[config.mk]
export PLATFORM = sky130hd
export DESIGN_NAME = irc_line_tokenizer_unit
export DESIGN_NICKNAME = d
export VERILOG_FILES = /design/src/rtl/irc_tok_pkg.sv /design/src/rtl/irc_tok_engine.sv /design/src/rtl/irc_tok_outq.sv /design/src/rtl/irc_line_tokenizer_unit.sv
export SDC_FILE = /design/constraint.sdc
export NUM_CORES = 1
export LEC_CHECK = 0
export ABC_AREA = 1
export BUFFER_PORTS_ARGS = -buffer_cell sky130_fd_sc_hd__buf_2
export CAP_MARGIN = 15
export CORE_ASPECT_RATIO = 1.1
export CORE_MARGIN = 8
export CORE_UTILIZATION = 55
export CTS_BUF_LIST = sky130_fd_sc_hd__clkbuf_16
export CTS_CLUSTER_SIZE = 12
export DETAILED_ROUTE_END_ITERATION = 10
export HOLD_SLACK_MARGIN = 0.03
export PLACE_DENSITY = 0.76
export SETUP_SLACK_MARGIN = 0.1
export SYNTH_ARGS = -nofsm -noshare
export SYNTH_HDL_FRONTEND = slang
export SYNTH_HIERARCHICAL = 1
export SYNTH_SLANG_ARGS = --single-unit
[constraint.sdc]
create_clock -name clock -period 3.4 [get_ports clock]
set_input_delay 0.34 -clock clock [delete_from_list [all_inputs] [get_ports clock]]
set_output_delay 0.34 -clock clock [all_outputs]
set_load 0.01 [all_outputs]
[src/rtl/irc_tok_pkg.sv]
package irc_tok_pkg;

   // Result kinds
   localparam logic [1:0] KIND_CHAR      = 2'd0;
   localparam logic [1:0] KIND_TOKEN_END = 2'd1;
   localparam logic [1:0] KIND_MSG_END   = 2'd2;

   // Protocol bytes
   localparam logic [7:0] CH_CR    = 8'h0D;
   localparam logic [7:0] CH_LF    = 8'h0A;
   localparam logic [7:0] CH_COLON = 8'h3A;
   localparam logic [7:0] CH_SPACE = 8'h20;
   localparam logic [7:0] CH_TAB   = 8'h09;

   // Result queue geometry
   localparam int OUTQ_DEPTH = 4;
   localparam int OUTQ_PW    = 2;   // pointer width
   localparam int OUTQ_CW    = 3;   // fill count width, holds OUTQ_DEPTH

   // One result item
   typedef struct packed {
      logic [1:0] kind;
      logic [7:0] char_out;
      logic [3:0] token_index;
      logic       in_trailing;
      logic       last;
   } rsp_item_type;

endpackage

[src/rtl/irc_tok_engine.sv]
module irc_tok_engine
   import irc_tok_pkg::*;
#(
   parameter int MAX_TOKENS = 16
) (
   input  logic         clock,
   input  logic         reset,
   input  logic         fire,
   input  logic [7:0]   data_byte,
   output logic [1:0]   res_count,
   output rsp_item_type res0,
   output rsp_item_type res1
);

   localparam int CW = $clog2(MAX_TOKENS);
   localparam int IW = (CW > 4) ? CW : 4;

   typedef struct packed {
      logic          in_params;
      logic          cr_pending;
      logic          token_nonempty;
      logic          trailing_mode;
      logic [CW-1:0] token_count;
   } tok_state_type;

   typedef struct packed {
      tok_state_type st;
      logic          emit;
      rsp_item_type  item;
   } feed_out_type;

   localparam tok_state_type STATE_RESET = '0;

   tok_state_type state_ff, state_in;

   function automatic logic [3:0] cap_index(input logic [CW-1:0] cnt);
      logic [IW-1:0] ext;
      ext = IW'(cnt);
      if (ext > IW'(15))
         return 4'd15;
      return ext[3:0];
   endfunction

   function automatic logic is_ws(input logic [7:0] c);
      return (c inside {CH_SPACE, [CH_TAB:CH_CR]});
   endfunction

   function automatic rsp_item_type make_item(input logic [1:0] kind,
                                              input logic [7:0] ch,
                                              input logic [3:0] idx,
                                              input logic trail);
      rsp_item_type it;
      it.kind        = kind;
      it.char_out    = ch;
      it.token_index = idx;
      it.in_trailing = trail;
      it.last        = 1'b0;
      return it;
   endfunction

   // Handle one byte as character or separator
   function automatic feed_out_type feed(input tok_state_type s,
                                         input logic [7:0] c,
                                         input logic ws);
      feed_out_type f;
      f.st   = s;
      f.emit = 1'b0;
      f.item = make_item(KIND_CHAR, c, cap_index(s.token_count), 1'b0);
      if (s.trailing_mode) begin
         f.emit                = 1'b1;
         f.item.in_trailing    = 1'b1;
         f.st.token_nonempty   = 1'b1;
      end else if (s.in_params && c == CH_COLON && !s.token_nonempty) begin
         f.st.trailing_mode = 1'b1;
      end else if (!ws) begin
         f.emit              = 1'b1;
         f.st.token_nonempty = 1'b1;
      end else if (s.token_nonempty) begin
         // close the token and advance the saturating index
         f.emit = 1'b1;
         f.item = make_item(KIND_TOKEN_END, 8'd0, cap_index(s.token_count), 1'b0);
         if (s.token_count < CW'(MAX_TOKENS - 1))
            f.st.token_count = s.token_count + CW'(1);
         f.st.token_nonempty = 1'b0;
         f.st.in_params      = 1'b1;
      end
      return f;
   endfunction

   feed_out_type  f1, f2;
   tok_state_type s1;
   logic          crlf;

   // Resolve a pending CR, then the new byte
   always_comb begin
      crlf      = state_ff.cr_pending && data_byte == CH_LF;
      s1        = state_ff;
      s1.cr_pending = 1'b0;
      f1        = '0;
      f2        = '0;
      res0      = '0;
      res1      = '0;
      res_count = 2'd0;
      state_in  = state_ff;
      if (crlf) begin
         state_in = STATE_RESET;
         if (state_ff.token_nonempty || state_ff.trailing_mode) begin
            res0 = make_item(KIND_TOKEN_END, 8'd0, cap_index(state_ff.token_count),
                             state_ff.trailing_mode);
            res1 = make_item(KIND_MSG_END, 8'd0, 4'd0, 1'b0);
            res_count = 2'd2;
         end else begin
            res0 = make_item(KIND_MSG_END, 8'd0, 4'd0, 1'b0);
            res_count = 2'd1;
         end
      end else begin
         if (state_ff.cr_pending) begin
            f1 = feed(s1, CH_CR, 1'b1);
         end else begin
            f1.st = s1;
         end
         if (data_byte == CH_CR) begin
            f2.st            = f1.st;
            f2.st.cr_pending = 1'b1;
         end else begin
            f2 = feed(f1.st, data_byte, is_ws(data_byte));
         end
         state_in = f2.st;
         if (f1.emit) begin
            res0      = f1.item;
            res1      = f2.item;
            res_count = f2.emit ? 2'd2 : 2'd1;
         end else begin
            res0      = f2.item;
            res_count = {1'b0, f2.emit};
         end
      end
      // mark the final result of this byte
      res0.last = (res_count == 2'd1);
      res1.last = 1'b1;
   end

   // Hold tokenizer state
   always_ff @(posedge clock) begin
      if (reset) begin
         state_ff <= STATE_RESET;
      end else if (fire) begin
         state_ff <= state_in;
      end
   end

endmodule

[src/rtl/irc_tok_outq.sv]
module irc_tok_outq
   import irc_tok_pkg::*;
(
   input  logic               clock,
   input  logic               reset,
   input  logic [1:0]         push_count,
   input  rsp_item_type       push0,
   input  rsp_item_type       push1,
   input  logic               pop,
   output logic               nonempty,
   output rsp_item_type       head,
   output logic [OUTQ_CW-1:0] free_count
);

   rsp_item_type         entry_ff [OUTQ_DEPTH];
   logic [OUTQ_PW-1:0]   wr_ptr_ff, wr_ptr_in, rd_ptr_ff, rd_ptr_in;
   logic [OUTQ_CW-1:0]   count_ff, count_in;
   logic                 do_pop;

   assign nonempty   = (count_ff != '0);
   assign head       = entry_ff[rd_ptr_ff];
   assign free_count = OUTQ_CW'(OUTQ_DEPTH) - count_ff;
   assign do_pop     = pop && nonempty;

   // Advance pointers and fill count
   always_comb begin
      wr_ptr_in = wr_ptr_ff + OUTQ_PW'(push_count);
      rd_ptr_in = rd_ptr_ff + OUTQ_PW'(do_pop);
      count_in  = count_ff + OUTQ_CW'(push_count) - OUTQ_CW'(do_pop);
   end

   always_ff @(posedge clock) begin
      if (reset) begin
         wr_ptr_ff <= '0;
         rd_ptr_ff <= '0;
         count_ff  <= '0;
      end else begin
         wr_ptr_ff <= wr_ptr_in;
         rd_ptr_ff <= rd_ptr_in;
         count_ff  <= count_in;
      end
   end

   // Store up to two results per cycle
   always_ff @(posedge clock) begin
      if (push_count != 2'd0)
         entry_ff[wr_ptr_ff] <= push0;
      if (push_count == 2'd2)
         entry_ff[wr_ptr_ff + OUTQ_PW'(1)] <= push1;
   end

endmodule

[src/rtl/irc_line_tokenizer_unit.sv]
// Channel | Dir | Handshake             | Contents
// req     | in  | req_tvalid/req_tready | tdata: data_byte[7:0]
// rsp     | out | rsp_tvalid/rsp_tready | tdata: char_out, token_index, in_trailing;
//         |     |                       | tuser: kind; tlast: last
//
// One byte per cycle is taken into the input register while req_tready is
// high. The held byte is resolved into 0, 1 or 2 results written to a
// four-entry result queue. The queue space check (room for all results of
// the held byte) decides when the input register drains. Reset is
// synchronous and returns the tokenizer to the start of a message. A stalled
// rsp side fills the queue, then holds req_tready low.
module irc_line_tokenizer_unit
   import irc_tok_pkg::*;
#(
   parameter int MAX_TOKENS = 16
) (
   input  logic        clock,
   input  logic        reset,
   input  logic        req_tvalid,
   output logic        req_tready,
   input  logic [7:0]  req_tdata,   // [7:0] data_byte
   output logic        rsp_tvalid,
   input  logic        rsp_tready,
   output logic [15:0] rsp_tdata,   // [7:0] char_out, [11:8] token_index,
                                    // [12] in_trailing, [15:13] zero
   output logic [1:0]  rsp_tuser,   // [1:0] kind
   output logic        rsp_tlast    // last
);

   logic               in_valid_ff, in_valid_in;
   logic [7:0]         in_byte_ff;
   logic               fire, req_take;
   logic [1:0]         res_count;
   rsp_item_type       res0, res1, head;
   logic [OUTQ_CW-1:0] free_count;

   assign fire       = in_valid_ff && (free_count >= OUTQ_CW'(res_count));
   assign req_tready = !in_valid_ff || fire;
   assign req_take   = req_tvalid && req_tready;
   assign in_valid_in = req_take || (in_valid_ff && !fire);

   // Hold the accepted request byte
   always_ff @(posedge clock) begin
      if (reset) begin
         in_valid_ff <= 1'b0;
      end else begin
         in_valid_ff <= in_valid_in;
      end
   end

   always_ff @(posedge clock) begin
      if (req_take)
         in_byte_ff <= req_tdata;
   end

   irc_tok_engine #(
      .MAX_TOKENS(MAX_TOKENS)
   ) u_engine (
      .clock     (clock),
      .reset     (reset),
      .fire      (fire),
      .data_byte (in_byte_ff),
      .res_count (res_count),
      .res0      (res0),
      .res1      (res1)
   );

   irc_tok_outq u_outq (
      .clock      (clock),
      .reset      (reset),
      .push_count (fire ? res_count : 2'd0),
      .push0      (res0),
      .push1      (res1),
      .pop        (rsp_tready),
      .nonempty   (rsp_tvalid),
      .head       (head),
      .free_count (free_count)
   );

   // Pack the result fields
   assign rsp_tdata = {3'b000, head.in_trailing, head.token_index, head.char_out};
   assign rsp_tuser = head.kind;
   assign rsp_tlast = head.last;

endmodule
== Word-level counts from Yosys, hierarchy flattened ==
Memories as Yosys holds them, arrays and structs flattened. A register that Yosys moved wholly into a read port is not among the register bits.
Cells that the tools add are included.

* $add $sub $neg: 8
* $lt $le $gt $ge: 7
* Equal/unequal tests: 6
* Muxes and demuxes: 78
* Reductions and logical operators: 17

{| class="wikitable"
|+ Operators with widths
! kind !! number
|-
| two-way mux 16 bit || 7
|-
| two-way mux 17 bit || 4
|-
| two-way mux 21 bit || 3
|-
| two-way mux 4 bit || 11
|-
| two-way mux 1 bit || 40
|-
| two-way mux 8 bit || 4
|-
| two-way mux 14 bit || 2
|-
| equality test 8 x 4 -> 1 bit, second input constant || 2
|-
| equality test 8 x 6 -> 1 bit, second input constant || 2
|-
| two-way mux 2 bit || 6
|-
| adder 4 x 1 -> 4 bit, second input constant || 2
|-
| greater-or-equal comparator 8 x 4 -> 1 bit, second input constant || 1
|-
| greater-than comparator 4 bit, second input constant || 2
|-
| less-or-equal comparator 8 x 4 -> 1 bit, second input constant || 1
|-
| logical AND 1 bit || 8
|-
| less-than comparator 4 bit, second input constant || 2
|-
| two-way mux 5 bit || 1
|-
| nonzero test 2 bit || 2
|-
| adder 3 x 2 -> 3 bit || 1
|-
| greater-or-equal comparator 3 x 2 -> 1 bit || 1
|-
| logical NOT 1 bit || 3
|-
| logical OR 1 bit || 3
|-
| nonzero test 3 bit || 1
|-
| subtractor 3 x 1 -> 3 bit || 1
|-
| 6 further kinds || 6
|}

* Bits in registers: 24
* Bits in writable memories: 64
* Output and inout bits: 21
* Logic and storage cells: 127
* Memories: 1

{| class="wikitable"
|+ Memories
! name !! depth !! bits a word !! rd ports !! clocked after Yosys merged registers in !! wr ports !! line !! text
|-
| u_outq.entry_ff || 4 || 16 || 1 || 1 || 2 || irc_tok_outq.sv:15 || <nowiki>rsp_item_type entry_ff [OUTQ_DEPTH];</nowiki>
|}

== Depth between registers and ports, before layout ==
Gate-level depths: netlist of the first run.

* Depth in word-level cells: 35
* Depth in mapped cells: 25
* Depth with buffers taken out: 25

== Modules after synthesis ==
Netlist of the first run, hierarchy kept.

{| class="wikitable"
|+ Modules (own cells, without submodules)
! module !! instances !! cells each !! area each (um2)
|-
| irc_tok_outq || 1 || 418 || 3798.6
|-
| irc_tok_engine || 1 || 191 || 1062.3
|-
| irc_line_tokenizer_unit || 1 || 32 || 396.6
|}

== Worst setup path before layout of the first run ==
Ideal clock, no wire load.

* Path kind: flip-flop to flip-flop
* Start: register u_engine.state_ff (netlist bit u_engine/s1[4])
* End: memory u_outq/entry_ff[3][0] (netlist name), enable pin
* Setup time: 0.372 ns
* Arrival time: 3.182 ns
* Data required time: 3.028 ns
* Path slack: -0.153 ns
* Cell stages (with the launch flop): 24
* Period minus slack after synthesis: 3.553 ns
* Cell sequence: dfxtp_1 inv_2 nand3_4 nand2_1 nand4_1 nor3_1 nor2_1 nor2_1 a21oi_1 ha_1 inv_1 a21oi_1 ha_1 inv_1 nand2_1 nand2_2 nand2_1 nand2_1 nor2_1 inv_2 nor2_4 nand2_4 buf_6 nand2_1

{| class="wikitable"
|+ RTL lines
! item !! line !! text
|-
| start: declaration || irc_tok_engine.sv:34 || <nowiki>tok_state_type state_ff, state_in;</nowiki>
|-
| start signal: assignment || irc_tok_engine.sv:148 || <nowiki>state_ff <= state_in;</nowiki>
|-
| end: declaration || irc_tok_outq.sv:15 ||
|}

==> report_table.html, run 1 <==
<table>
<tr><th>Metric</th><th>Value</th></tr>
<tr><th colspan="2">Critical path</th></tr>
<tr><td>Launching element type of the critical path</td><td>register</td></tr>
<tr><td>Max FO, Critical Path</td><td>8</td></tr>
<tr><td>R2R depth</td><td>23</td></tr>
<tr><td>Required time of the critical path</td><td>3490 ps</td></tr>
<tr><td>Worst reg2reg setup slack</td><td>-50 ps</td></tr>
<tr><td>Launching element of the worst setup path</td><td>in_byte_ff[7]</td></tr>
<tr><td>Slowest stage cell, crit path</td><td>edfxtp_1</td></tr>
<tr><td>Worst flop-to-flop path startpoint</td><td>in_byte_ff[7]</td></tr>
<tr><td>Type of destination of the critical path</td><td>register</td></tr>
<tr><td>Endpoint of the worst-slack reg-to-reg timing path</td><td>u_outq/entry_ff[2][12]</td></tr>
<tr><td>Data arrival time of the critical path</td><td>approximately 3500 ps</td></tr>
<tr><td>Cells along the critical path</td><td>nor2_4 -&gt; nand4_1 -&gt; nor3_4 -&gt; nor2_4 -&gt; nor2_1 -&gt; a21oi_1 -&gt; ha_1 -&gt; inv_2 -&gt; a21oi_2 -&gt; ha_1 -&gt; inv_1 -&gt; nand2_1 -&gt; nand2_2 -&gt; nand2_2 -&gt; nand2_4 -&gt; nor2_2 -&gt; buf_6 -&gt; nor2_4 -&gt; buf_12 -&gt; nand2_8 -&gt; buf_12 -&gt; nand2_1 -&gt; o21ai_1</td></tr>
<tr><td>Startpoint-to-endpoint class of the critical path</td><td>register to register</td></tr>
<tr><td>Delay of the slowest critical-path stage</td><td>430 ps</td></tr>
<tr><td>Crit path capture</td><td>u_outq/entry_ff[2][12]</td></tr>
<tr><td>Most repeated library cell on the critical path</td><td>nor2_4</td></tr>
<tr><th colspan="2">Clock network</th></tr>
<tr><td>Total number of clock tree sinks</td><td>between 80 and 90</td></tr>
<tr><td>Worst-Skew Late Latency</td><td>~340 ps</td></tr>
<tr><td>Clock tree buffer depth</td><td>2</td></tr>
<tr><td>Clock transition at path regs</td><td>roughly 70 ps</td></tr>
<tr><td>Clock root buffer master</td><td>clkbuf_16</td></tr>
<tr><td>Max H-tree Level</td><td>3</td></tr>
<tr><td>Clock tree from TritonCTS</td><td>yes</td></tr>
<tr><td>Cts hold-fix bufs</td><td>0</td></tr>
<tr><td>Number of buffers inserted during clock tree synthesis</td><td>9</td></tr>
<tr><th colspan="2">Synthesis</th></tr>
<tr><td>Post-synthesis compound-gate area fraction</td><td>approximately 15%</td></tr>
<tr><td>Primary flip-flop cell chosen by synthesis mapping</td><td>edfxtp_1</td></tr>
<tr><td>Proportion of synthesized flip-flops having asynchronous set or reset</td><td>0%</td></tr>
<tr><td>Cell with the most instances after synthesis</td><td>nand2_1</td></tr>
<tr><td>Sequential fraction of the synthesis area</td><td>between 40% and 50%</td></tr>
<tr><td>Ranking of synthesized cells by instance count</td><td>nand2_1, nor2_1, inv_1</td></tr>
<tr><td>Synthesized-area fraction occupied by xor and xnor cells</td><td>0.309%</td></tr>
<tr><td>Cell area after technology mapping</td><td>~5300 sq um</td></tr>
<tr><td>Synth area leaders</td><td>edfxtp_1, nand2_1, dfxtp_1</td></tr>
<tr><td>Proportion of synthesized area in mux cells</td><td>0%</td></tr>
<tr><td>Synth Area in Adders</td><td>2.76%</td></tr>
<tr><td>Share of synthesized cell area in and, or, nand and nor gates</td><td>approximately a quarter</td></tr>
<tr><td>Post-synthesis cell type count</td><td>35</td></tr>
<tr><td>Number of enable flip-flop cells after synthesis</td><td>between 70 and 80</td></tr>
<tr><td>Number of warnings issued by yosys</td><td>6</td></tr>
<tr><td>Area leader, netlist</td><td>edfxtp_1</td></tr>
<tr><td>Top cell type's share of synthesized area</td><td>between 40% and 50%</td></tr>
<tr><td>Synthesized flop and latch total</td><td>about 90</td></tr>
<tr><td>Number of instances in the synthesized netlist</td><td>between 600 and 700</td></tr>
<tr><td>Syn Area/Cell</td><td>between 8 and 9 sq um</td></tr>
<tr><td>Combinational family with the most area after synthesis</td><td>simple AND/OR/NAND/NOR gates</td></tr>
<tr><th colspan="2">Detailed routing</th></tr>
<tr><td>Remaining DRCs</td><td>0</td></tr>
<tr><td>Iteration count of the initial detailed-routing pass</td><td>5</td></tr>
<tr><td>Number of DRC markers after the initial detailed-route iteration</td><td>roughly 480</td></tr>
<tr><td>Antenna violation net count after detailed routing</td><td>0</td></tr>
<tr><td>Via density per instance</td><td>roughly 5.7</td></tr>
<tr><td>Total wire length after detailed routing</td><td>around 15000 um</td></tr>
<tr><td>WL/cell</td><td>between 15 and 20 um</td></tr>
<tr><td>Total via count in the routed design</td><td>4757</td></tr>
<tr><th colspan="2">Power and ir drop</th></tr>
<tr><td>Switching share of power</td><td>~37%</td></tr>
<tr><td>Internal Power</td><td>between 2 and 2.5 mW</td></tr>
<tr><td>Static leakage power</td><td>between 2 and 3 nW</td></tr>
<tr><td>Worst ir drop on vdd</td><td>roughly 0.28 mV</td></tr>
<tr><td>Sw Pwr</td><td>1.40 mW</td></tr>
<tr><td>Part of the power in registers</td><td>between 30% and 40%</td></tr>
<tr><td>Proportion of power drawn by combinational gates</td><td>36.6%</td></tr>
<tr><td>Pwr dens</td><td>between 500 and 600 nW/um^2</td></tr>
<tr><td>Fraction of power consumed by the clock network</td><td>26.0%</td></tr>
<tr><th colspan="2">Timing</th></tr>
<tr><td>Max-slew headroom at the worst pin</td><td>25.5%</td></tr>
<tr><td>Upper clock frequency limit</td><td>a little under 0.3 GHz</td></tr>
<tr><td>Max Transition Viols Final</td><td>0</td></tr>
<tr><td>Ratio of final minimum period to clock period</td><td>102%</td></tr>
<tr><td>Worst Setup Slack, final</td><td>-53.3 ps</td></tr>
<tr><td>Count of endpoints failing setup in the final report</td><td>33</td></tr>
<tr><td>Clock Skew</td><td>around 9.6 ps</td></tr>
<tr><td>Setup repair after global routing missed its margin</td><td>yes</td></tr>
<tr><td>Slew @ Worst Pin</td><td>1110 ps</td></tr>
<tr><td>Clock period minus final worst setup slack</td><td>3450 ps</td></tr>
<tr><td>Number of hold violations in the final report</td><td>0</td></tr>
<tr><th colspan="2">Global routing</th></tr>
<tr><td>Congestion Overflow GR</td><td>0</td></tr>
<tr><td>Vias in the first global route</td><td>between 4000 and 5000</td></tr>
<tr><td>GRT Util Overall</td><td>20.0%</td></tr>
<tr><td>Initial antenna violation count</td><td>0</td></tr>
<tr><td>Pin count of the biggest net entering global routing</td><td>35</td></tr>
<tr><td>Wire length of the first global-routing pass</td><td>20700 um</td></tr>
<tr><th colspan="2">Run status</th></tr>
<tr><td>Result of the run</td><td>finished, violations left</td></tr>
<tr><td>Violations in the final reports</td><td>negative setup slack</td></tr>
<tr><th colspan="2">Placement</th></tr>
<tr><td>Half-perimeter wire length after detailed placement</td><td>roughly 8500 um</td></tr>
<tr><td>Minimum setup slack after placement</td><td>-46.2 ps</td></tr>
<tr><td>Buffers added on ports</td><td>29</td></tr>
<tr><td>Weighted congestion at the end of routability-driven global placement</td><td>slightly below 1</td></tr>
<tr><td>Placed cell areas</td><td>approximately 5600 sq um</td></tr>
<tr><th colspan="2">Cells and area</th></tr>
<tr><td>Layout cells sized above 1</td><td>33.1%</td></tr>
<tr><td>Net count, final</td><td>~730</td></tr>
<tr><td>Antenna diode count</td><td>0</td></tr>
<tr><td>Area grow syn2layout</td><td>26.8%</td></tr>
<tr><td>Filler cell count</td><td>about 640</td></tr>
<tr><td>Final instance area</td><td>roughly 6700 sq um</td></tr>
<tr><td>Fin util</td><td>between 70% and 80%</td></tr>
<tr><th colspan="2">Floorplanning</th></tr>
<tr><td>Rows</td><td>37</td></tr>
<tr><td>Starting density of the core</td><td>56.2%</td></tr>
<tr><td>Number of ports placed on the die boundary</td><td>33</td></tr>
<tr><td>Die Area</td><td>12900 sq um</td></tr>
<tr><td>Floorplan core area</td><td>between 9000 and 10000 sq um</td></tr>
<tr><td>Horizontal die dimension</td><td>roughly 110 um</td></tr>
<tr><td>Overall die height</td><td>between 100 and 150 um</td></tr>
<tr><th colspan="2">Job</th></tr>
<tr><td>Number of violations of the max-capacitance limit</td><td>0</td></tr>
<tr><th colspan="2">Worst hold path</th></tr>
<tr><td>Path type of the worst min-delay path</td><td>primary input to register</td></tr>
</table>
-- how the worst min path moves through the flow --
stage	slack (ps)	endpoint	cells past startpoint	from
after floorplan	400	in_valid_ff	1	reset
after global placement	460	u_engine/s1[7]	2	u_engine/s1[7]
after detailed placement	470	u_engine/s1[7]	2	u_engine/s1[7]
after CTS	160	in_byte_ff[4]	1	req_tdata[4]
after global routing	160	in_byte_ff[4]	1	req_tdata[4]
final	170	in_byte_ff[4]	1	req_tdata[4]
-- kinds of logic after synthesis --
kind of cell,count (synthesis)
simple gates,289
other cells,3
buf+inv,118
xor+xnor,1
fa+ha+maj,11
compound gates,131
flops,88
-- state kept, by name, indices dropped and copies added (netlist names) --
name / cells
u_outq/wr_ptr_ff: 2
u_engine/state_ff: 1
u_outq/rd_ptr_ff: 2
in_byte_ff: 8
u_outq/entry_ff: 64
in_valid_ff: 1
u_outq/count_ff: 3
u_engine/s1: 7
-- placed cells by master, fill, tap and decap left out, types with 16 or more instances in the layout --
master	Yosys	layout
o211ai_1	16	16
nor2_1	80	72
nand3_1	19	18
o21ai_0	24	20
nand2_1	158	108
o21ai_2	14	30
buf_2	5	29
inv_1	79	76
nand2_2	5	40
o21ai_1	53	40
buf_4	7	39
edfxtp_1	72	72
-- critical path: cells and delay by family, from the launching register on --
kind | cells | cell delay (ps)
adders and majority gates | 2 | 540
and+or+nand+nor | 13 | 1340
AOI/OAI and AO/OA | 3 | 320
buffers and inverters | 5 | 560
DFF | 1 | 430
-- layout make-up --
type                    count  area (sq um)  area share [%]
multi-input cells         440          2660            40.0
flip-flops and latches     88          2490            37.3
repair buffers             83           757            11.4
inverters                  86           328            4.92
clock buffers               9           225            3.38
well taps                 117           146            2.20
clock inverters             7          58.8           0.882
-- power groups by stage --
stage	clock [mW]	sequential [mW]	combinational (mW)
finish	0.974	1.40	1.37
global route	1.02	1.41	1.51
CTS	0.980	1.40	1.18
detailed placement	0	1.42	1.11
global placement	0	1.42	1.08
floorplan	0	1.41	0.784
-- per-layer routing --
metal / GRT usage (%) / part of all wire (%) / wire length [um] / vias to the layer above
met2: 34.9 / 51 / 7540 / 249
met5: 0 / 0 / 0 / -
met1: 22.4 / 37 / 5540 / 2204
li1: - / - / - / 2247
met4: 12.0 / 4.2 / 620 / 0
met3: 2.93 / 8.1 / 1200 / 57
-- metrics by stage --
stage	hold WS (ps)	total power, mW	setup TNS (ps)	instances
6_report	169	3.74	-587	830
5_1_grt	161	3.94	-16650	830
4_1_cts	163	3.55	0	811
3_5_place_dp	468	2.53	-567	781
3_3_place_gp	457	2.49	0	781
2_1_floorplan	402	2.19	0	643
-- timing repair --
item,in CTS,in global routing
pin swaps,14,23
resized for setup,14,106
setup buffers,13,10
endpoints found under the setup margin,124,133
cloned,1,9
Note: power is estimated with default switching activity, not from simulation.
==> run 2, diff against run 1 <==
- RECOVER_POWER: default -> 50
==> report_table.html, run 2 (synthesized netlist as in run 1, its figures left out) <==
<table>
<tr><th>Metric</th><th>Value</th></tr>
<tr><th colspan="2">Worst hold path</th></tr>
<tr><td>Origin of the worst min-delay path</td><td>req_tdata[4]</td></tr>
<tr><td>Path type of the worst min-delay path</td><td>primary input to register</td></tr>
<tr><th colspan="2">Cells and area</th></tr>
<tr><td>Layout cells sized above 1</td><td>32.1%</td></tr>
<tr><td>Register Area</td><td>2490 sq um</td></tr>
<tr><td>Final instance area</td><td>between 6000 and 7000 sq um</td></tr>
<tr><td>Antenna diode count</td><td>0</td></tr>
<tr><td>Leading cell type in the layout, fill and taps excluded</td><td>nand2_1</td></tr>
<tr><td>Non-filler cells, final</td><td>between 800 and 900</td></tr>
<tr><td>Top register by number of flip-flops</td><td>u_outq/entry_ff</td></tr>
<tr><td>Area grow syn2layout</td><td>26.6%</td></tr>
<tr><td>Most used cells in the layout excluding fill and tap cells</td><td>nand2_1, inv_1, edfxtp_1, nor2_1</td></tr>
<tr><td>Number of flip-flops under the largest register name</td><td>64</td></tr>
<tr><td>Net count, final</td><td>between 700 and 800</td></tr>
<tr><td>Filler cell count</td><td>646</td></tr>
<tr><td>Fin util</td><td>71.2%</td></tr>
<tr><td>Area of combinational cells with multiple inputs</td><td>around 2700 sq um</td></tr>
<tr><th colspan="2">Run status</th></tr>
<tr><td>Violations in the final reports</td><td>negative setup slack</td></tr>
<tr><td>Result of the run</td><td>finished, violations left</td></tr>
<tr><th colspan="2">Power and ir drop</th></tr>
<tr><td>Pwr dens</td><td>561 nW/um^2</td></tr>
<tr><td>Static leakage power</td><td>about 2.7 nW</td></tr>
<tr><td>Power, Total</td><td>roughly 3.7 mW</td></tr>
<tr><td>Worst ir drop on vdd</td><td>between 0.2 and 0.3 mV</td></tr>
<tr><th colspan="2">Placement</th></tr>
<tr><td>Buffers added on ports</td><td>29</td></tr>
<tr><td>Minimum setup slack after placement</td><td>-46.2 ps</td></tr>
<tr><td>Half-perimeter wire length after detailed placement</td><td>8510 um</td></tr>
<tr><td>Weighted congestion at the end of routability-driven global placement</td><td>just under 1</td></tr>
<tr><td>Inst Count DP</td><td>slightly below 800</td></tr>
<tr><td>Placed cell areas</td><td>roughly 5600 sq um</td></tr>
<tr><th colspan="2">Timing</th></tr>
<tr><td>Setup repair after global routing missed its margin</td><td>yes</td></tr>
<tr><td>Slew @ Worst Pin</td><td>around 1100 ps</td></tr>
<tr><td>Count of endpoints failing setup in the final report</td><td>33</td></tr>
<tr><td>Worst Setup Slack, final</td><td>-52.2 ps</td></tr>
<tr><td>Max-slew headroom at the worst pin</td><td>approximately a quarter</td></tr>
<tr><td>Clock period minus final worst setup slack</td><td>approximately 3500 ps</td></tr>
<tr><td>Setup total negative slack</td><td>-602 ps</td></tr>
<tr><td>Ratio of final minimum period to clock period</td><td>102%</td></tr>
<tr><td>Clock Skew</td><td>around 9 ps</td></tr>
<tr><td>Number of hold violations in the final report</td><td>0</td></tr>
<tr><td>Max Transition Viols Final</td><td>0</td></tr>
<tr><td>Upper clock frequency limit</td><td>approximately 0.29 GHz</td></tr>
<tr><td>Post-route worst hold slack</td><td>166 ps</td></tr>
<tr><th colspan="2">Critical path</th></tr>
<tr><td>Buffer and inverter count on the worst path</td><td>5</td></tr>
<tr><td>Required time of the critical path</td><td>around 3500 ps</td></tr>
<tr><td>Delay of the slowest critical-path stage</td><td>between 400 and 500 ps</td></tr>
<tr><td>Worst flop-to-flop path startpoint</td><td>in_byte_ff[7]</td></tr>
<tr><td>Most repeated library cell on the critical path</td><td>nor2_4</td></tr>
<tr><td>Launching element type of the critical path</td><td>register</td></tr>
<tr><td>Data arrival time of the critical path</td><td>around 3500 ps</td></tr>
<tr><td>Cells along the critical path</td><td>nor2_4 -&gt; nand4_1 -&gt; nor3_4 -&gt; nor2_4 -&gt; nor2_1 -&gt; a21oi_1 -&gt; ha_1 -&gt; inv_2 -&gt; a21oi_2 -&gt; ha_1 -&gt; inv_1 -&gt; nand2_1 -&gt; nand2_2 -&gt; nand2_2 -&gt; nand2_4 -&gt; nor2_2 -&gt; buf_6 -&gt; nor2_4 -&gt; buf_12 -&gt; nand2_8 -&gt; buf_12 -&gt; nand2_1 -&gt; o21ai_1</td></tr>
<tr><td>Delay-heaviest family, CP</td><td>simple AND/OR/NAND/NOR gates</td></tr>
<tr><td>Type of destination of the critical path</td><td>register</td></tr>
<tr><td>Launching element of the worst setup path</td><td>in_byte_ff[7]</td></tr>
<tr><td>Startpoint-to-endpoint class of the critical path</td><td>register to register</td></tr>
<tr><td>Max FO, Critical Path</td><td>8</td></tr>
<tr><td>Slowest stage cell, crit path</td><td>edfxtp_1</td></tr>
<tr><th colspan="2">Detailed routing</th></tr>
<tr><td>Iteration count of the initial detailed-routing pass</td><td>5</td></tr>
<tr><td>Number of DRC markers after the initial detailed-route iteration</td><td>484</td></tr>
<tr><td>WL/cell</td><td>between 15 and 20 um</td></tr>
<tr><td>Total via count in the routed design</td><td>4739</td></tr>
<tr><td>Remaining DRCs</td><td>0</td></tr>
<tr><td>Antenna violation net count after detailed routing</td><td>0</td></tr>
<tr><td>Total wire length after detailed routing</td><td>~15000 um</td></tr>
<tr><td>Via density per instance</td><td>5.71</td></tr>
<tr><th colspan="2">Job</th></tr>
<tr><td>Number of violations of the max-capacitance limit</td><td>0</td></tr>
<tr><th colspan="2">Floorplanning</th></tr>
<tr><td>Rows</td><td>37</td></tr>
<tr><td>Floorplan core area</td><td>9350 sq um</td></tr>
<tr><td>Die Area</td><td>roughly 13000 sq um</td></tr>
<tr><td>Horizontal die dimension</td><td>109 um</td></tr>
<tr><td>Overall die height</td><td>roughly 120 um</td></tr>
<tr><td>Number of ports placed on the die boundary</td><td>33</td></tr>
<tr><td>Starting density of the core</td><td>between 50% and 60%</td></tr>
<tr><th colspan="2">Global routing</th></tr>
<tr><td>Wire length of the first global-routing pass</td><td>~21000 um</td></tr>
<tr><td>Initial antenna violation count</td><td>0</td></tr>
<tr><td>Pin count of the biggest net entering global routing</td><td>35</td></tr>
<tr><td>Vias in the first global route</td><td>between 4000 and 5000</td></tr>
<tr><td>GRT Util Overall</td><td>20.0%</td></tr>
<tr><td>Congestion Overflow GR</td><td>0</td></tr>
<tr><th colspan="2">Clock network</th></tr>
<tr><td>Max H-tree Level</td><td>3</td></tr>
<tr><td>Cts hold-fix bufs</td><td>0</td></tr>
<tr><td>Clock tree from TritonCTS</td><td>yes</td></tr>
<tr><td>Worst-Skew Late Latency</td><td>between 300 and 400 ps</td></tr>
<tr><td>Clock transition at path regs</td><td>~70 ps</td></tr>
<tr><td>Clock tree buffer depth</td><td>2</td></tr>
<tr><td>Number of buffers inserted during clock tree synthesis</td><td>9</td></tr>
<tr><td>Total number of clock tree sinks</td><td>roughly 90</td></tr>
<tr><td>Clock root buffer master</td><td>clkbuf_16</td></tr>
</table>
==> run 2: cell count changes in the layout (fill, tap and decap cells not counted), sizes merged <==
cell	delta
clkbuf	+8
buf	-8
==> run 2: repair_timing <==
| item | 4_1_cts | 5_1_grt |
|---|---|---|
| setup endpoints to repair | 124 | 133 |
| pin swaps | 14 | 23 |
| buffers inserted | 13 | 10 |
| gates resized for setup | 14 | 106 |
| cloned | 1 | 9 |
==> run 2: layout make-up <==
| type | count | area share, % |
|---|---|---|
| clock buffer | 9 | 3.38 |
| clock inverter | 7 | 0.884 |
| inverter | 86 | 4.93 |
| multi-input combinational | 440 | 40.0 |
| sequential | 88 | 37.4 |
| tap | 117 | 2.20 |
| timing repair buffer | 83 | 11.2 |
==> run 2: final timing paths <==
kind,to,slack [ps],cells past startpoint
worst max-delay path,u_outq/entry_ff[2][12],-50,23
worst min register to register,u_engine/s1[7],470,2
worst max register to register,u_outq/entry_ff[2][12],-50,23
worst min-delay path,in_byte_ff[4],170,1
==> run 2: power breakdown <==
part	internal [mW]	switching, mW
clock network	0.512	0.464
registers	1.34	0.0630
logic	0.483	0.870
==> run 2: routing by layer <==
| metal | part of all wire (%) | vias up | global-route usage (%) | routed length (um) |
|---|---|---|---|---|
| met1 | 38 | 2217 | 22.4 | 5610 |
| li1 | - | 2243 | - | - |
| met5 | 0 | - | 0 | 0 |
| met2 | 51 | 222 | 34.9 | 7590 |
| met3 | 7.7 | 57 | 2.93 | 1150 |
| met4 | 4.0 | 0 | 12.0 | 601 |
==> run 3, diff against run 2 <==
- CORE_UTILIZATION: 55 -> 65
- PLACE_DENSITY: 0.76 -> 0.85
- clock period: 3.4 -> 4.03 ns (I/O delays scaled with it)
==> report_table.html, run 3 (synthesized netlist as in run 1, its figures left out) <==
<table>
<tr><th>Metric</th><th>Value</th></tr>
<tr><th colspan="2">Timing</th></tr>
<tr><td>Max Transition Viols Final</td><td>0</td></tr>
<tr><td>Max-slew headroom at the worst pin</td><td>35.8%</td></tr>
<tr><td>Upper clock frequency limit</td><td>approximately 0.27 GHz</td></tr>
<tr><td>Setup total negative slack</td><td>0 ps</td></tr>
<tr><td>Ratio of final minimum period to clock period</td><td>between 90% and 100%</td></tr>
<tr><td>Count of endpoints failing setup in the final report</td><td>0</td></tr>
<tr><td>Slew @ Worst Pin</td><td>~960 ps</td></tr>
<tr><td>Clock Skew</td><td>between 7 and 8 ps</td></tr>
<tr><td>Clock period minus final worst setup slack</td><td>3720 ps</td></tr>
<tr><td>Setup repair after global routing missed its margin</td><td>no</td></tr>
<tr><td>Worst Setup Slack, final</td><td>roughly 310 ps</td></tr>
<tr><td>Number of hold violations in the final report</td><td>0</td></tr>
<tr><th colspan="2">Run status</th></tr>
<tr><td>Result of the run</td><td>complete, no violations</td></tr>
<tr><th colspan="2">Clock network</th></tr>
<tr><td>Clock tree from TritonCTS</td><td>yes</td></tr>
<tr><td>Number of buffers inserted during clock tree synthesis</td><td>9</td></tr>
<tr><td>Total number of clock tree sinks</td><td>88</td></tr>
<tr><td>Worst-Skew Late Latency</td><td>330 ps</td></tr>
<tr><td>Max H-tree Level</td><td>3</td></tr>
<tr><td>Clock transition at path regs</td><td>roughly 70 ps</td></tr>
<tr><td>Clock root buffer master</td><td>clkbuf_16</td></tr>
<tr><td>Clock tree buffer depth</td><td>2</td></tr>
<tr><td>Cts hold-fix bufs</td><td>0</td></tr>
<tr><th colspan="2">Critical path</th></tr>
<tr><td>R2R depth</td><td>23</td></tr>
<tr><td>Required time of the critical path</td><td>approximately 4300 ps</td></tr>
<tr><td>Data arrival time of the critical path</td><td>a little under 4000 ps</td></tr>
<tr><td>Most repeated library cell on the critical path</td><td>nand2_1</td></tr>
<tr><td>Cells along the critical path</td><td>nand3_4 -&gt; nand2_1 -&gt; nand4_1 -&gt; nor3_2 -&gt; nor2_1 -&gt; nor2_1 -&gt; a21oi_1 -&gt; ha_1 -&gt; inv_1 -&gt; a21oi_1 -&gt; ha_1 -&gt; inv_1 -&gt; nand2_1 -&gt; nand2_2 -&gt; nand2_1 -&gt; nand2_1 -&gt; nor2_4 -&gt; inv_2 -&gt; ha_1 -&gt; inv_1 -&gt; fa_1 -&gt; a21oi_1 -&gt; nor2_1</td></tr>
<tr><td>Startpoint-to-endpoint class of the critical path</td><td>register to register</td></tr>
<tr><td>Launching element type of the critical path</td><td>register</td></tr>
<tr><td>Max FO, Critical Path</td><td>8</td></tr>
<tr><td>Delay of the slowest critical-path stage</td><td>460 ps</td></tr>
<tr><td>Type of destination of the critical path</td><td>register</td></tr>
<tr><td>Slowest stage cell, crit path</td><td>dfxtp_1</td></tr>
<tr><th colspan="2">Cells and area</th></tr>
<tr><td>Net count, final</td><td>690</td></tr>
<tr><td>Register Area</td><td>2480 sq um</td></tr>
<tr><td>Top register by number of flip-flops</td><td>u_outq/entry_ff</td></tr>
<tr><td>Non-filler cells, final</td><td>a little under 800</td></tr>
<tr><td>Number of flip-flops under the largest register name</td><td>between 60 and 70</td></tr>
<tr><td>Area of combinational cells with multiple inputs</td><td>2240 sq um</td></tr>
<tr><td>Filler cell count</td><td>between 500 and 600</td></tr>
<tr><td>Antenna diode count</td><td>0</td></tr>
<tr><td>Layout cells sized above 1</td><td>around 14%</td></tr>
<tr><td>Area grow syn2layout</td><td>8.59%</td></tr>
<tr><td>Fin util</td><td>between 70 and 80%</td></tr>
<tr><td>Most used cells in the layout excluding fill and tap cells</td><td>nand2_1, inv_1, nor2_1</td></tr>
<tr><td>Leading cell type in the layout, fill and taps excluded</td><td>nand2_1</td></tr>
<tr><th colspan="2">Detailed routing</th></tr>
<tr><td>Via density per instance</td><td>between 5 and 6</td></tr>
<tr><td>Total via count in the routed design</td><td>about 4300</td></tr>
<tr><td>Iteration count of the initial detailed-routing pass</td><td>5</td></tr>
<tr><td>Total wire length after detailed routing</td><td>11700 um</td></tr>
<tr><td>Remaining DRCs</td><td>0</td></tr>
<tr><td>Number of DRC markers after the initial detailed-route iteration</td><td>around 310</td></tr>
<tr><td>WL/cell</td><td>around 15 um</td></tr>
<tr><td>Antenna violation net count after detailed routing</td><td>0</td></tr>
<tr><th colspan="2">Floorplanning</th></tr>
<tr><td>Floorplan core area</td><td>7870 sq um</td></tr>
<tr><td>Overall die height</td><td>~110 um</td></tr>
<tr><td>Number of ports placed on the die boundary</td><td>33</td></tr>
<tr><td>Starting density of the core</td><td>66.8%</td></tr>
<tr><td>Rows</td><td>34</td></tr>
<tr><td>Horizontal die dimension</td><td>between 100 and 150 um</td></tr>
<tr><td>Die Area</td><td>around 11000 sq um</td></tr>
<tr><th colspan="2">Placement</th></tr>
<tr><td>Buffers added on ports</td><td>29</td></tr>
<tr><td>Minimum setup slack after placement</td><td>238 ps</td></tr>
<tr><td>Inst Count DP</td><td>760</td></tr>
<tr><td>Half-perimeter wire length after detailed placement</td><td>around 8100 um</td></tr>
<tr><td>Weighted congestion at the end of routability-driven global placement</td><td>0.874</td></tr>
<tr><th colspan="2">Power and ir drop</th></tr>
<tr><td>Static leakage power</td><td>between 2 and 2.5 nW</td></tr>
<tr><td>Pwr dens</td><td>501 nW/um^2</td></tr>
<tr><td>Worst ir drop on vdd</td><td>between 0.2 and 0.3 mV</td></tr>
<tr><th colspan="2">Global routing</th></tr>
<tr><td>Vias in the first global route</td><td>4030</td></tr>
<tr><td>Pin count of the biggest net entering global routing</td><td>35</td></tr>
<tr><td>Initial antenna violation count</td><td>0</td></tr>
<tr><td>Congestion Overflow GR</td><td>0</td></tr>
<tr><td>GRT Util Overall</td><td>21.1%</td></tr>
<tr><td>Wire length of the first global-routing pass</td><td>between 15000 and 20000 um</td></tr>
<tr><th colspan="2">Job</th></tr>
<tr><td>Number of violations of the max-capacitance limit</td><td>0</td></tr>
<tr><th colspan="2">Worst hold path</th></tr>
<tr><td>Path type of the worst min-delay path</td><td>primary input to register</td></tr>
<tr><td>Hold depth</td><td>1</td></tr>
</table>
-- run 3: changes by cell type in the layout (fill, tap and decap cells not counted), moves of 11 or more --
| cell | change |
|---|---|
| buf_4 | -26 |
| o21ai_1 | +13 |
| nand2_2 | -35 |
| o21ai_2 | -16 |
| nand2_1 | +50 |
| nand2_4 | -11 |
-- run 3: timing repair --
item,4_1_cts,5_1_grt
gates resized for setup,0,11
endpoints found under the setup margin,0,122
setup buffers,0,4
-- run 3: through the flow --
stage	power [mW]	instance area, sq um	hold WS [ps]
3_3_place_gp	2.07	5390	458
5_1_grt	3.03	5710	232
2_1_floorplan	1.84	5270	445
4_1_cts	2.88	5670	237
6_report	2.86	5710	243
3_5_place_dp	2.11	5390	476
-- run 3: path summary, 6_finish.rpt --
kind,start,slack [ps],end
setup / recovery,u_engine/s1[5],310,u_outq/count_ff[2]
hold / removal,req_tdata[7],240,in_byte_ff[7]
setup reg to reg,u_engine/s1[5],310,u_outq/count_ff[2]
hold reg to reg,u_engine/s1[7],490,u_engine/s1[7]
-- run 3: power by group --
group	switching, mW	total (mW)	leakage, nW	internal, mW
logic	0.622	0.903	1.47	0.281
clock network	0.353	0.775	0.130	0.422
registers	0.0545	1.18	0.789	1.13
-- run 3: metal layers --
layer | GRT usage (%) | share of wire, % | vias to the layer above
li1 | - | - | 2152
met1 | 22.9 | 39 | 1969
met2 | 38.4 | 52 | 169
met3 | 4.21 | 6.7 | 36
met4 | 10.8 | 2.6 | 0
met5 | 0 | 0 | -
-- run 3: area by class of cell --
| class | instances | area share [%] |
|---|---|---|
| Clock inverter | 7 | 0.942 |
| Inverter | 86 | 5.70 |
| Sequential cell | 88 | 43.5 |
| Multi-Input combinational cell | 437 | 39.2 |
| Timing Repair Buffer | 45 | 4.38 |
| Tap cell | 108 | 2.37 |
| Clock buffer | 9 | 3.94 |
-- run 3: critical path: cells and delay by family (launching register included) --
| family | cells | cell delay, ps |
|---|---|---|
| and+or+nand+nor | 12 | 1340 |
| adders and majority gates | 4 | 1300 |
| DFF | 1 | 460 |
| AOI/OAI and AO/OA | 3 | 290 |
| buffers and inverters | 4 | 250 |
